<file path="config.mk">
export PLATFORM = sky130hd
export DESIGN_NAME = sync_length_checksum_frame_parser
export DESIGN_NICKNAME = d
export VERILOG_FILES = /design/src/rtl/core/slcfp_pkg.sv /design/src/rtl/core/slcfp_front.sv /design/src/rtl/core/slcfp_queue.sv /design/src/rtl/core/slcfp_back.sv /design/src/rtl/core/sync_length_checksum_frame_parser.sv
export SDC_FILE = /design/constraint.sdc
export NUM_CORES = 1
export LEC_CHECK = 0
export BUFFER_PORTS_ARGS = -buffer_cell sky130_fd_sc_hd__buf_2
export CAP_MARGIN = 20
export CELL_PAD_IN_SITES_DETAIL_PLACEMENT = 1
export CELL_PAD_IN_SITES_GLOBAL_PLACEMENT = 2
export CORE_ASPECT_RATIO = 0.6
export CORE_UTILIZATION = 38
export CTS_BUF_LIST = sky130_fd_sc_hd__clkbuf_4
export CTS_CLUSTER_DIAMETER = 60
export CTS_CLUSTER_SIZE = 12
export DETAILED_ROUTE_END_ITERATION = 6
export HOLD_SLACK_MARGIN = 0.12
export PLACE_DENSITY = 0.85
export SYNTH_ARGS = -nofsm -noshare
export SYNTH_HDL_FRONTEND = slang
export SYNTH_SLANG_ARGS = --single-unit
</file>
<file path="constraint.sdc">
create_clock -name clk_i -period 3.4 [get_ports clk_i]
set_clock_uncertainty 0.2 [all_clocks]
set_input_delay 0.17 -clock clk_i [delete_from_list [all_inputs] [get_ports clk_i]]
set_output_delay 0.17 -clock clk_i [all_outputs]
set_load 0.02 [all_outputs]
</file>
<file path="src/rtl/core/slcfp_pkg.sv">
// shared types and constants of the sync/length/checksum frame parser
package slcfp_pkg;

  localparam logic [7:0] Sync1Byte = 8'h5A;
  localparam logic [7:0] Sync2Byte = 8'hA5;
  localparam logic [15:0] SumBase = 16'hFFFF;

  localparam int unsigned PosW = 9;
  localparam int unsigned QDepth = 4;
  localparam int unsigned QPtrW = $clog2(QDepth);
  localparam int unsigned QCntW = $clog2(QDepth + 1);

  typedef enum logic [3:0] {
    OpLen,
    OpSrc,
    OpDst,
    OpCmd,
    OpArg,
    OpPay,
    OpSumLo,
    OpSumHi,
    OpTooLong
  } op_e;

  typedef enum logic [1:0] {
    KindData    = 2'd0,
    KindOk      = 2'd1,
    KindBadSum  = 2'd2,
    KindTooLong = 2'd3
  } kind_e;

  typedef struct packed {
    op_e        op;
    logic [7:0] value;
  } token_t;

endpackage

</file>
<file path="src/rtl/core/slcfp_front.sv">
// front end: tracks frame phase and position, classifies each byte after the sync pair into a token
module slcfp_front import slcfp_pkg::*; #(
  parameter int unsigned MAX_FRAME = 64
) (
  input  logic       clk_i,
  input  logic       rst_ni,
  input  logic       accept_i,
  input  logic [7:0] rx_byte_i,
  output logic       push_o,
  output token_t     token_o
);

  typedef enum logic [3:0] {
    PhSync1,
    PhSync2,
    PhLen,
    PhSrc,
    PhDst,
    PhCmd,
    PhArg,
    PhPay,
    PhSumLo,
    PhSumHi
  } phase_e;

  localparam logic [PosW-1:0] MaxPos = PosW'(MAX_FRAME);

  phase_e          phase_q, phase_d;
  logic [7:0]      len_q, len_d;
  logic [7:0]      cnt_q, cnt_d;
  logic [PosW-1:0] pos_q, pos_d;
  logic [PosW-1:0] pos_inc;
  logic [8:0]      cnt_next;
  logic            advance;
  logic            tok_valid;
  op_e             tok_op;

  assign pos_inc  = pos_q + 1'b1;
  assign cnt_next = {1'b0, cnt_q} + 9'd1;

  always_comb begin
    phase_d   = phase_q;
    len_d     = len_q;
    cnt_d     = cnt_q;
    pos_d     = pos_q;
    advance   = 1'b1;
    tok_valid = 1'b0;
    tok_op    = OpLen;
    if (accept_i) begin
      unique case (phase_q)
        PhSync1: begin
          if (rx_byte_i == Sync1Byte) begin
            phase_d = PhSync2;
          end else begin
            advance = 1'b0;
          end
        end
        PhSync2: begin
          if (rx_byte_i == Sync2Byte) begin
            phase_d = PhLen;
          end else begin
            advance = 1'b0;
            phase_d = PhSync1;
            pos_d   = '0;
          end
        end
        PhLen: begin
          len_d     = rx_byte_i;
          tok_valid = 1'b1;
          tok_op    = OpLen;
          phase_d   = PhSrc;
        end
        PhSrc: begin
          tok_valid = 1'b1;
          tok_op    = OpSrc;
          phase_d   = PhDst;
        end
        PhDst: begin
          tok_valid = 1'b1;
          tok_op    = OpDst;
          phase_d   = PhCmd;
        end
        PhCmd: begin
          tok_valid = 1'b1;
          tok_op    = OpCmd;
          phase_d   = PhArg;
        end
        PhArg: begin
          tok_valid = 1'b1;
          tok_op    = OpArg;
          cnt_d     = '0;
          phase_d   = (len_q == 8'd0) ? PhSumLo : PhPay;
        end
        PhPay: begin
          tok_valid = 1'b1;
          tok_op    = OpPay;
          cnt_d     = cnt_next[7:0];
          if (cnt_next >= {1'b0, len_q}) begin
            phase_d = PhSumLo;
          end
        end
        PhSumLo: begin
          tok_valid = 1'b1;
          tok_op    = OpSumLo;
          phase_d   = PhSumHi;
        end
        PhSumHi: begin
          advance   = 1'b0;
          tok_valid = 1'b1;
          tok_op    = OpSumHi;
          phase_d   = PhSync1;
          pos_d     = '0;
        end
        default: begin
          advance = 1'b0;
          phase_d = PhSync1;
          pos_d   = '0;
        end
      endcase
      if (advance) begin
        pos_d = pos_inc;
        if (pos_inc >= MaxPos) begin
          tok_valid = 1'b1;
          tok_op    = OpTooLong;
          phase_d   = PhSync1;
          pos_d     = '0;
        end
      end
    end
  end

  always_ff @(posedge clk_i or negedge rst_ni) begin
    if (!rst_ni) begin
      phase_q <= PhSync1;
      len_q   <= '0;
      cnt_q   <= '0;
      pos_q   <= '0;
    end else begin
      phase_q <= phase_d;
      len_q   <= len_d;
      cnt_q   <= cnt_d;
      pos_q   <= pos_d;
    end
  end

  assign push_o        = tok_valid;
  assign token_o.op    = tok_op;
  assign token_o.value = rx_byte_i;

endmodule

</file>
<file path="src/rtl/core/slcfp_queue.sv">
// short token queue between front end and back end
module slcfp_queue import slcfp_pkg::*; (
  input  logic   clk_i,
  input  logic   rst_ni,
  input  logic   push_i,
  input  token_t push_token_i,
  input  logic   pop_i,
  output token_t pop_token_o,
  output logic   empty_o,
  output logic   full_o
);

  token_t           mem_q [QDepth];
  logic [QPtrW-1:0] wr_ptr_q;
  logic [QPtrW-1:0] rd_ptr_q;
  logic [QCntW-1:0] count_q;
  logic             do_push;
  logic             do_pop;

  assign empty_o     = (count_q == '0);
  assign full_o      = (count_q == QCntW'(QDepth));
  assign do_push     = push_i && !full_o;
  assign do_pop      = pop_i && !empty_o;
  assign pop_token_o = mem_q[rd_ptr_q];

  always_ff @(posedge clk_i) begin
    if (do_push) begin
      mem_q[wr_ptr_q] <= push_token_i;
    end
  end

  always_ff @(posedge clk_i or negedge rst_ni) begin
    if (!rst_ni) begin
      wr_ptr_q <= '0;
      rd_ptr_q <= '0;
      count_q  <= '0;
    end else begin
      if (do_push) begin
        wr_ptr_q <= wr_ptr_q + 1'b1;
      end
      if (do_pop) begin
        rd_ptr_q <= rd_ptr_q + 1'b1;
      end
      unique case ({do_push, do_pop})
        2'b10:   count_q <= count_q + 1'b1;
        2'b01:   count_q <= count_q - 1'b1;
        default: count_q <= count_q;
      endcase
    end
  end

endmodule

</file>
<file path="src/rtl/core/slcfp_back.sv">
// back end: header capture, running sum, checksum check and result register
module slcfp_back import slcfp_pkg::*; (
  input  logic       clk_i,
  input  logic       rst_ni,
  input  logic       empty_i,
  input  token_t     token_i,
  output logic       pop_o,
  output logic       out_valid_o,
  input  logic       out_stall_i,
  output logic [1:0] kind_o,
  output logic [7:0] data_o,
  output logic [7:0] index_o,
  output logic [7:0] length_o,
  output logic [7:0] source_o,
  output logic [7:0] destination_o,
  output logic [7:0] command_o,
  output logic [7:0] argument_o
);

  logic [7:0]  len_q, src_q, dst_q, cmd_q, arg_q, idx_q, lo_q;
  logic [15:0] sum_q;
  logic        out_valid_q;
  kind_e       kind_q;
  logic [7:0]  data_q, index_q;
  logic        pop;
  logic        emit;
  logic [15:0] got;
  logic [15:0] want;

  assign pop  = !empty_i && (!out_valid_q || !out_stall_i);
  assign emit = pop && ((token_i.op == OpPay) || (token_i.op == OpSumHi) ||
                        (token_i.op == OpTooLong));
  assign got  = {token_i.value, lo_q};
  assign want = SumBase - sum_q;

  always_ff @(posedge clk_i or negedge rst_ni) begin
    if (!rst_ni) begin
      len_q       <= '0;
      src_q       <= '0;
      dst_q       <= '0;
      cmd_q       <= '0;
      arg_q       <= '0;
      idx_q       <= '0;
      lo_q        <= '0;
      sum_q       <= '0;
      out_valid_q <= 1'b0;
    end else begin
      out_valid_q <= emit || (out_valid_q && out_stall_i);
      if (pop) begin
        unique case (token_i.op)
          OpLen: begin
            len_q <= token_i.value;
            sum_q <= {8'd0, token_i.value};
          end
          OpSrc: begin
            src_q <= token_i.value;
            sum_q <= sum_q + {8'd0, token_i.value};
          end
          OpDst: begin
            dst_q <= token_i.value;
            sum_q <= sum_q + {8'd0, token_i.value};
          end
          OpCmd: begin
            cmd_q <= token_i.value;
            sum_q <= sum_q + {8'd0, token_i.value};
          end
          OpArg: begin
            arg_q <= token_i.value;
            sum_q <= sum_q + {8'd0, token_i.value};
            idx_q <= '0;
          end
          OpPay: begin
            sum_q <= sum_q + {8'd0, token_i.value};
            idx_q <= idx_q + 1'b1;
          end
          OpSumLo: lo_q <= token_i.value;
          default: begin
          end
        endcase
      end
    end
  end

  always_ff @(posedge clk_i) begin
    if (pop) begin
      unique case (token_i.op)
        OpPay: begin
          kind_q  <= KindData;
          data_q  <= token_i.value;
          index_q <= idx_q;
        end
        OpSumHi: begin
          kind_q  <= (got == want) ? KindOk : KindBadSum;
          data_q  <= '0;
          index_q <= '0;
        end
        default: begin
          kind_q  <= KindTooLong;
          data_q  <= '0;
          index_q <= '0;
        end
      endcase
    end
  end

  assign pop_o         = pop;
  assign out_valid_o   = out_valid_q;
  assign kind_o        = kind_q;
  assign data_o        = data_q;
  assign index_o       = index_q;
  assign length_o      = len_q;
  assign source_o      = src_q;
  assign destination_o = dst_q;
  assign command_o     = cmd_q;
  assign argument_o    = arg_q;

endmodule

</file>
<file path="src/rtl/core/sync_length_checksum_frame_parser.sv">
// top level of the sync/length/checksum frame parser
//
//   channel  valid        stall        payload
//   input    in_valid_i   in_stall_o   rx_byte_i
//   output   out_valid_o  out_stall_i  kind_o data_o index_o length_o source_o
//                                      destination_o command_o argument_o
//
// one byte per cycle while the token queue is not full; the front end classifies a byte
// in its accept cycle, and results reach the output register by way of the token queue
// a four-entry token queue separates front end and back end
// input stalls only while the token queue is full
// reset hunts for the first sync byte with all header fields zero
module sync_length_checksum_frame_parser import slcfp_pkg::*; #(
  parameter int unsigned MAX_FRAME = 64
) (
  input  logic       clk_i,
  input  logic       rst_ni,
  input  logic       in_valid_i,
  output logic       in_stall_o,
  input  logic [7:0] rx_byte_i,
  output logic       out_valid_o,
  input  logic       out_stall_i,
  output logic [1:0] kind_o,
  output logic [7:0] data_o,
  output logic [7:0] index_o,
  output logic [7:0] length_o,
  output logic [7:0] source_o,
  output logic [7:0] destination_o,
  output logic [7:0] command_o,
  output logic [7:0] argument_o
);

  logic   accept;
  logic   push;
  logic   pop;
  logic   empty;
  logic   full;
  token_t push_token;
  token_t pop_token;

  assign in_stall_o = full;
  assign accept     = in_valid_i && !full;

  slcfp_front #(
    .MAX_FRAME(MAX_FRAME)
  ) u_front (
    .clk_i    (clk_i),
    .rst_ni   (rst_ni),
    .accept_i (accept),
    .rx_byte_i(rx_byte_i),
    .push_o   (push),
    .token_o  (push_token)
  );

  slcfp_queue u_queue (
    .clk_i       (clk_i),
    .rst_ni      (rst_ni),
    .push_i      (push),
    .push_token_i(push_token),
    .pop_i       (pop),
    .pop_token_o (pop_token),
    .empty_o     (empty),
    .full_o      (full)
  );

  slcfp_back u_back (
    .clk_i        (clk_i),
    .rst_ni       (rst_ni),
    .empty_i      (empty),
    .token_i      (pop_token),
    .pop_o        (pop),
    .out_valid_o  (out_valid_o),
    .out_stall_i  (out_stall_i),
    .kind_o       (kind_o),
    .data_o       (data_o),
    .index_o      (index_o),
    .length_o     (length_o),
    .source_o     (source_o),
    .destination_o(destination_o),
    .command_o    (command_o),
    .argument_o   (argument_o)
  );

endmodule
</file>
=== Word level (Yosys, flattened, before mapping) ===
Memories as Yosys holds them, arrays and structs flattened.
Cells that the tools add are included.

* Add/subtract/negate cells: 9
* Magnitude comparators: 2
* Equality and inequality tests: 25
* Muxes and demuxes: 31
* Reductions and logical operators: 37

{| class="wikitable"
|+ Operators with widths
! operator !! number
|-
| 4-bit one-hot mux with 9 select lines || 1
|-
| 4-bit by 3-bit equality test with 1-bit output (second input constant) || 8
|-
| 4-bit 2-to-1 mux || 8
|-
| 16-bit one-hot mux with 2 select lines || 1
|-
| 8-bit one-hot mux with 2 select lines || 2
|-
| 9-bit 2-to-1 mux || 3
|-
| 3-bit one-hot mux with 7 select lines || 1
|-
| 2-bit AND reduction || 10
|-
| 9-bit one-hot mux with 2 select lines || 1
|-
| 16-bit by 8-bit adder with 16-bit output || 1
|-
| 16-bit equality test || 1
|-
| 4-bit by 2-bit equality test with 1-bit output (second input constant) || 4
|-
| 8-bit OR reduction || 2
|-
| 16-bit subtractor (first input constant) || 1
|-
| 4-bit equality test (second input constant) || 3
|-
| 8-bit by 1-bit adder with 9-bit output (second input constant) || 1
|-
| 9-bit by 1-bit adder with 9-bit output (second input constant) || 1
|-
| 9-bit by 7-bit greater-or-equal comparator with 1-bit output (second input constant) || 1
|-
| 9-bit by 8-bit greater-or-equal comparator with 1-bit output || 1
|-
| 1-bit 2-to-1 mux || 9
|-
| 8-bit by 1-bit adder with 8-bit output (second input constant) || 1
|-
| 4-bit by 1-bit equality test with 1-bit output (second input constant) || 2
|-
| 8-bit by 7-bit equality test with 1-bit output (second input constant) || 1
|-
| 8-bit equality test (second input constant) || 1
|-
| other kinds (22) || 39
|}

* Register bits after elaboration: 127
* Bits in writable memories: 48
* Output and inout port bits: 60
* Word-level logic and storage cells: 124
* Memories: 1

{| class="wikitable"
|+ Memory list
! memory !! words !! bits a word !! rd ports !! clocked after Yosys merged registers in !! wr ports !! RTL line !! source
|-
| u_queue.mem_q || 4 || 12 || 1 || 0 || 1 || slcfp_queue.sv:13 || <nowiki>token_t mem_q [QDepth];</nowiki>
|}

=== Depth between registers and ports, before layout ===
* Depth in word-level cells: 9
* Gate-level depth with buffers: 13

=== Cells and area by module ===
From an unflattened synthesis, not the netlist that was laid out.

* Cells, all modules: 687
* Area total of the unflattened synthesis: 8475.6 um^2

{| class="wikitable"
|+ Modules (own cells, without submodules)
! module !! instances !! cells an instance !! area each (um^2) !! sequential area each (um^2)
|-
| slcfp_back || 1 || 357 || 4297.9 || 2367.3
|-
| slcfp_queue || 1 || 100 || 2188.3 || 1616.6
|-
| slcfp_front || 1 || 229 || 1975.6 || 725.7
|-
| sync_length_checksum_frame_parser || 1 || 1 || 13.8 || 0.0
|}

=== Least setup slack after synthesis ===
Ideal clock, no wire load.

* Kind: reg-to-reg
* Start: reg u_queue.rd_ptr_q[0]
* End: reg u_back.sum_q[12]
* Setup time: 0.078 ns
* Arrival time: 2.872 ns
* Data required time: 3.122 ns
* Setup slack: 0.249 ns
* Stages on the path, launching flop included: 14
* Buffers on the path: 3
* Clock period less this slack: 3.151 ns
* Cells stage by stage: dfrtp_1 buf_6 buf_2 mux4_2 clkbuf_1 ha_1 inv_1 fa_1 nor2b_1 o2111ai_1 nand3_1 nand2_1 or4_1 a21oi_1

{| class="wikitable"
|+ RTL lines
! what !! RTL line !! source
|-
| from (decl) || slcfp_queue.sv:15 || <nowiki>logic [QPtrW-1:0] rd_ptr_q;</nowiki>
|-
| from (signal assigned) || slcfp_queue.sv:42 || <nowiki>rd_ptr_q <= rd_ptr_q + 1'b1;</nowiki>
|-
| to (signal assigned) || slcfp_back.sv:53 || <nowiki>sum_q <= {8'd0, token_i.value};</nowiki>
|-
| to (signal assigned) || slcfp_back.sv:57 || <nowiki>sum_q <= sum_q + {8'd0, token_i.value};</nowiki>
|-
| to (signal assigned) || slcfp_back.sv:61 || <nowiki>sum_q <= sum_q + {8'd0, token_i.value};</nowiki>
|-
| to (decl) || slcfp_back.sv:21 || <nowiki>logic [15:0] sum_q;</nowiki>
|}

==> run_results.csv <==
group,metric,value,unit
outcome,status,"complete, but fails checks",
outcome,failed_checks,"DRC",
placed_design,place_area,0.009143,mm^2
sta,rsz0062_at_grt,"no",
detailed_routing,dr.pass1.iters,6,
sta,layout_setup_ws,230.0,ps
logic_synthesis,yosys_register_bits,175,
die,die-height,116.2,um
logic_synthesis,synth_area_per_cell,12.15,um^2
placed_design,numPortBuffers,71,
clock_network,cts_sinks,175,
min_path,hold_path.class,"in2reg",
detailed_routing,viasPerCell,5.429,
die,fp.dieW,192.4,um
global_route,grt.overflow.total,0,
logic_synthesis,ys.warnings.count,0,
cells_and_area,drive_above_1_share,0.2503,
clock_network,clk_pin_slew,190,ps
clock_network,cts_htree_levels,4,
power,p_per_area,967.3,mW/mm^2
min_path,hold_depth,2,
global_route,antenna_found_initial,1,
power,p_total,9.273,mW
clock_network,cts_buffer_depth,2,
critical_path,r2r-start,"u_queue.rd_ptr_q[0]",
placed_design,dp_hpwl,15880,um
global_route,grt_pass1_vias,6139,
power,peakVddDrop,461.5,uV
critical_path,crit_path_cell_trace,"buf_12, mux4_2, ha_1, a21oi_1, o211ai_1, o21ai_0, buf_4, nand3b_1, xor2_1, nor2_1",
sta,hold_violations,0,
sta,fin_tns_setup,0,ps
detailed_routing,ant_nets,0,
logic_synthesis,syn_area,0.008264,mm^2
global_route,grt_max_degree,110,
detailed_routing,routedWlPerCell,20.36,um
placed_design,pre_cts_ws,203.4,ps
sta,setup_viol_count_final,0,
critical_path,cpMaxStageDelayCell,"mux4_2",
die,fp-row-count,41,
logic_synthesis,syn_inst,680,
global_route,grt_pass1_wl,35130,um
logic_synthesis,synth.area.top_cells,"dfrtp_1, edfxtp_1, mux2_2",
sta,max_clock_freq,315.5,MHz
critical_path,r2r_end,"u_back.sum_q[9]",
placed_design,dp_cells,1040,
clock_network,clock_latency,620,ps
critical_path,cp_max_fo,15,
critical_path,ff2ff_path_depth,10,
logic_synthesis,synth_area_leader_cell,"dfrtp_1",
critical_path,reg2reg_slack,230,ps
logic_synthesis,syn-num-nets,719,
detailed_routing,first_iter_violations,440,
logic_synthesis,ys_types,57,
critical_path,setup.worst_path.start_class,"register",
placed_design,globalplace.congestion,0.8550,
cells_and_area,area_growth,16.00,%
critical_path,slowest_delay,600,ps
cells_and_area,fin_util,0.4525,
die,core,0.02119,mm^2
min_path,worstHoldStart,"rx_byte_i[4]",
die,die-area,0.02236,mm^2
power,leakage,4.221,nW
logic_synthesis,netlist_top_cells_count,"dfrtp_1, nand2_1, edfxtp_1, mux2_2, o21ai_0",
clock_network,cts_root_buffer,"clkbuf_4",
cells_and_area,instances_no_fill,1087,
logic_synthesis,yosysSeqAreaShare,0.5699,
logic_synthesis,synthArstFlopShare,0.6229,
die,pin_count,72,
cells_and_area,nets,833,
logic_synthesis,synthFlopType,"dfrtp_1",
sta,final_max_slew_viol_count,0,
cells_and_area,postLayoutCellArea,0.009587,mm^2
critical_path,crit_type,"reg2reg",
global_route,grt_usage,0.2124,
cells_and_area,multi_input_comb_area,0.003361,mm^2
logic_synthesis,synth.most_common_cell,"dfrtp_1",
sta,hold-worst-slack,150.9,ps
logic_synthesis,synth_edf_count,66,
cells_and_area,nFillCells,2231,
detailed_routing,vias,5901,
sta,worst_slew_pin_slew,745.9,ps
critical_path,cp-end-kind,"register",
sta,post-route-min-period,3170,ps
sta,slew-limit-headroom,0.5025,
critical_path,critical_path_required,3700,ps
die,start_util,0.3901,
clock_network,cts_tree,"yes",
clock_network,numCtsBuffers,17,
min_path,hold_end,"u_queue.mem_q[2][4]",
sta,post-route-period-util,0.9323,
job,cap_violations,0,
detailed_routing,drc,4,
detailed_routing,routed_wl,22130,um
clock_network,cts_setup_buffers,0,
logic_synthesis,synth_top_area_frac,0.3301,
cells_and_area,register_area,0.004711,mm^2
critical_path,worst_ep_arrival_time,3470,ps
cells in the final DEF, fill, tap and decap left out, types with 5 or more instances in the layout:
| cell type | netlist | routed |
|---|---|---|
| a32o_1 | 5 | 5 |
| mux2i_1 | 6 | 6 |
| nand2b_1 | 5 | 5 |
| mux4_2 | 10 | 10 |
| nor2b_1 | 7 | 7 |
| edfxtp_1 | 66 | 66 |
| a22oi_1 | 5 | 5 |
| dlygate4sd3_1 | 0 | 14 |
| inv_1 | 25 | 25 |
| buf_4 | 1 | 33 |
| o211ai_1 | 5 | 5 |
| inv_6 | 0 | 6 |
| buf_2 | 2 | 70 |
| nor3_1 | 13 | 13 |
| a21oi_1 | 22 | 22 |
| mux2_2 | 46 | 46 |
| o21ai_0 | 36 | 36 |
| dfrtp_1 | 109 | 108 |
| clkbuf_4 | 0 | 17 |
| nor2_1 | 30 | 29 |
| xor2_1 | 26 | 26 |
| and2_1 | 12 | 12 |
| nand2_1 | 71 | 71 |
| ha_1 | 25 | 25 |
| nand4_1 | 9 | 9 |
| xnor2_1 | 14 | 14 |
| and3_1 | 26 | 26 |
| nand3_1 | 25 | 25 |
layer usage:
layer  global-route usage  vias to the layer above  share of wire
met5                    0                        -              0
met3              0.05138                       21          0.061
met2               0.3146                      164           0.44
met1               0.3088                     3010           0.49
li1                     -                     2706              -
met4              0.06299                        0          0.012
worst max-delay path: cells and delay by family, from the launching register on:
kind	cells	cell delay (ps)
flops	1	400
buf+inv	2	390
mux	1	600
xor+xnor	1	170
fa+ha+maj	1	330
compound gates	3	790
simple gates	2	190
cells by family (layout without fill, tap and decap cells):
family,after synthesis,in the layout,synth area share
mux,63,63,0.1004
xor+xnor,40,40,0.04239
compound gates,104,104,0.08146
buf+inv,49,176,0.02483
flops,175,175,0.5699
other cells,0,1,0
fa+ha+maj,27,27,0.04270
simple gates,222,222,0.1384
registers in the layout, indices dropped and copies added, names as in the netlist:
name,cells
u_back.destination_o,8
u_front.phase_q,4
u_queue.count_q,3
u_back.lo_q,8
u_queue.mem_q,48
u_back.data_o,8
u_back.out_valid_o,1
u_front.cnt_q,8
u_back.index_o,8
u_back.idx_q,8
u_back.argument_o,8
u_back.length_o,8
u_back.sum_q,16
u_queue.rd_ptr_q,2
u_back.source_o,8
u_front.pos_q,9
u_queue.wr_ptr_q,2
u_front.len_q,8
u_back.command_o,8
u_back.kind_o,2
final cells by class:
| type | count | area share |
|---|---|---|
| Sequential cell | 175 | 0.4914 |
| Multi-Input combinational cell | 456 | 0.3506 |
| Inverter | 25 | 0.009789 |
| Timing Repair Buffer | 119 | 0.08118 |
| Tap cell | 279 | 0.03641 |
| Clock inverter | 15 | 0.01710 |
| Antenna cell | 1 | 0.0002610 |
| Clock buffer | 17 | 0.01331 |
power by group:
| group | switching [mW] | internal, mW | total, mW |
|---|---|---|---|
| combinational | 2.86 | 1.81 | 4.67 |
| clock | 0.867 | 0.340 | 1.21 |
| sequential | 0.454 | 2.94 | 3.39 |
| total | 4.18 | 5.09 | 9.27 |
worst max path at each step:
stage | from | endpoint | slack [ps] | cells past startpoint
3_5_place_dp | u_front.pos_q[0] | u_queue.count_q[2] | 200 | 13
5_1_grt | u_front.pos_q[0] | u_queue.count_q[2] | 40 | 13
3_3_place_gp | u_front.pos_q[0] | u_queue.count_q[2] | 220 | 13
2_1_floorplan | u_queue.rd_ptr_q[0] | u_back.sum_q[12] | 250 | 13
4_1_cts | u_front.pos_q[0] | u_queue.count_q[2] | 140 | 13
6_report | u_queue.rd_ptr_q[0] | u_back.sum_q[9] | 230 | 10
timing repair:
action | CTS | global route
hold endpoints to repair | 173 | 0
setup endpoints to repair | 0 | 2
gates resized for setup | 0 | 3
hold buffers | 14 | 0
Note: power is estimated with default switching activity, not from simulation.
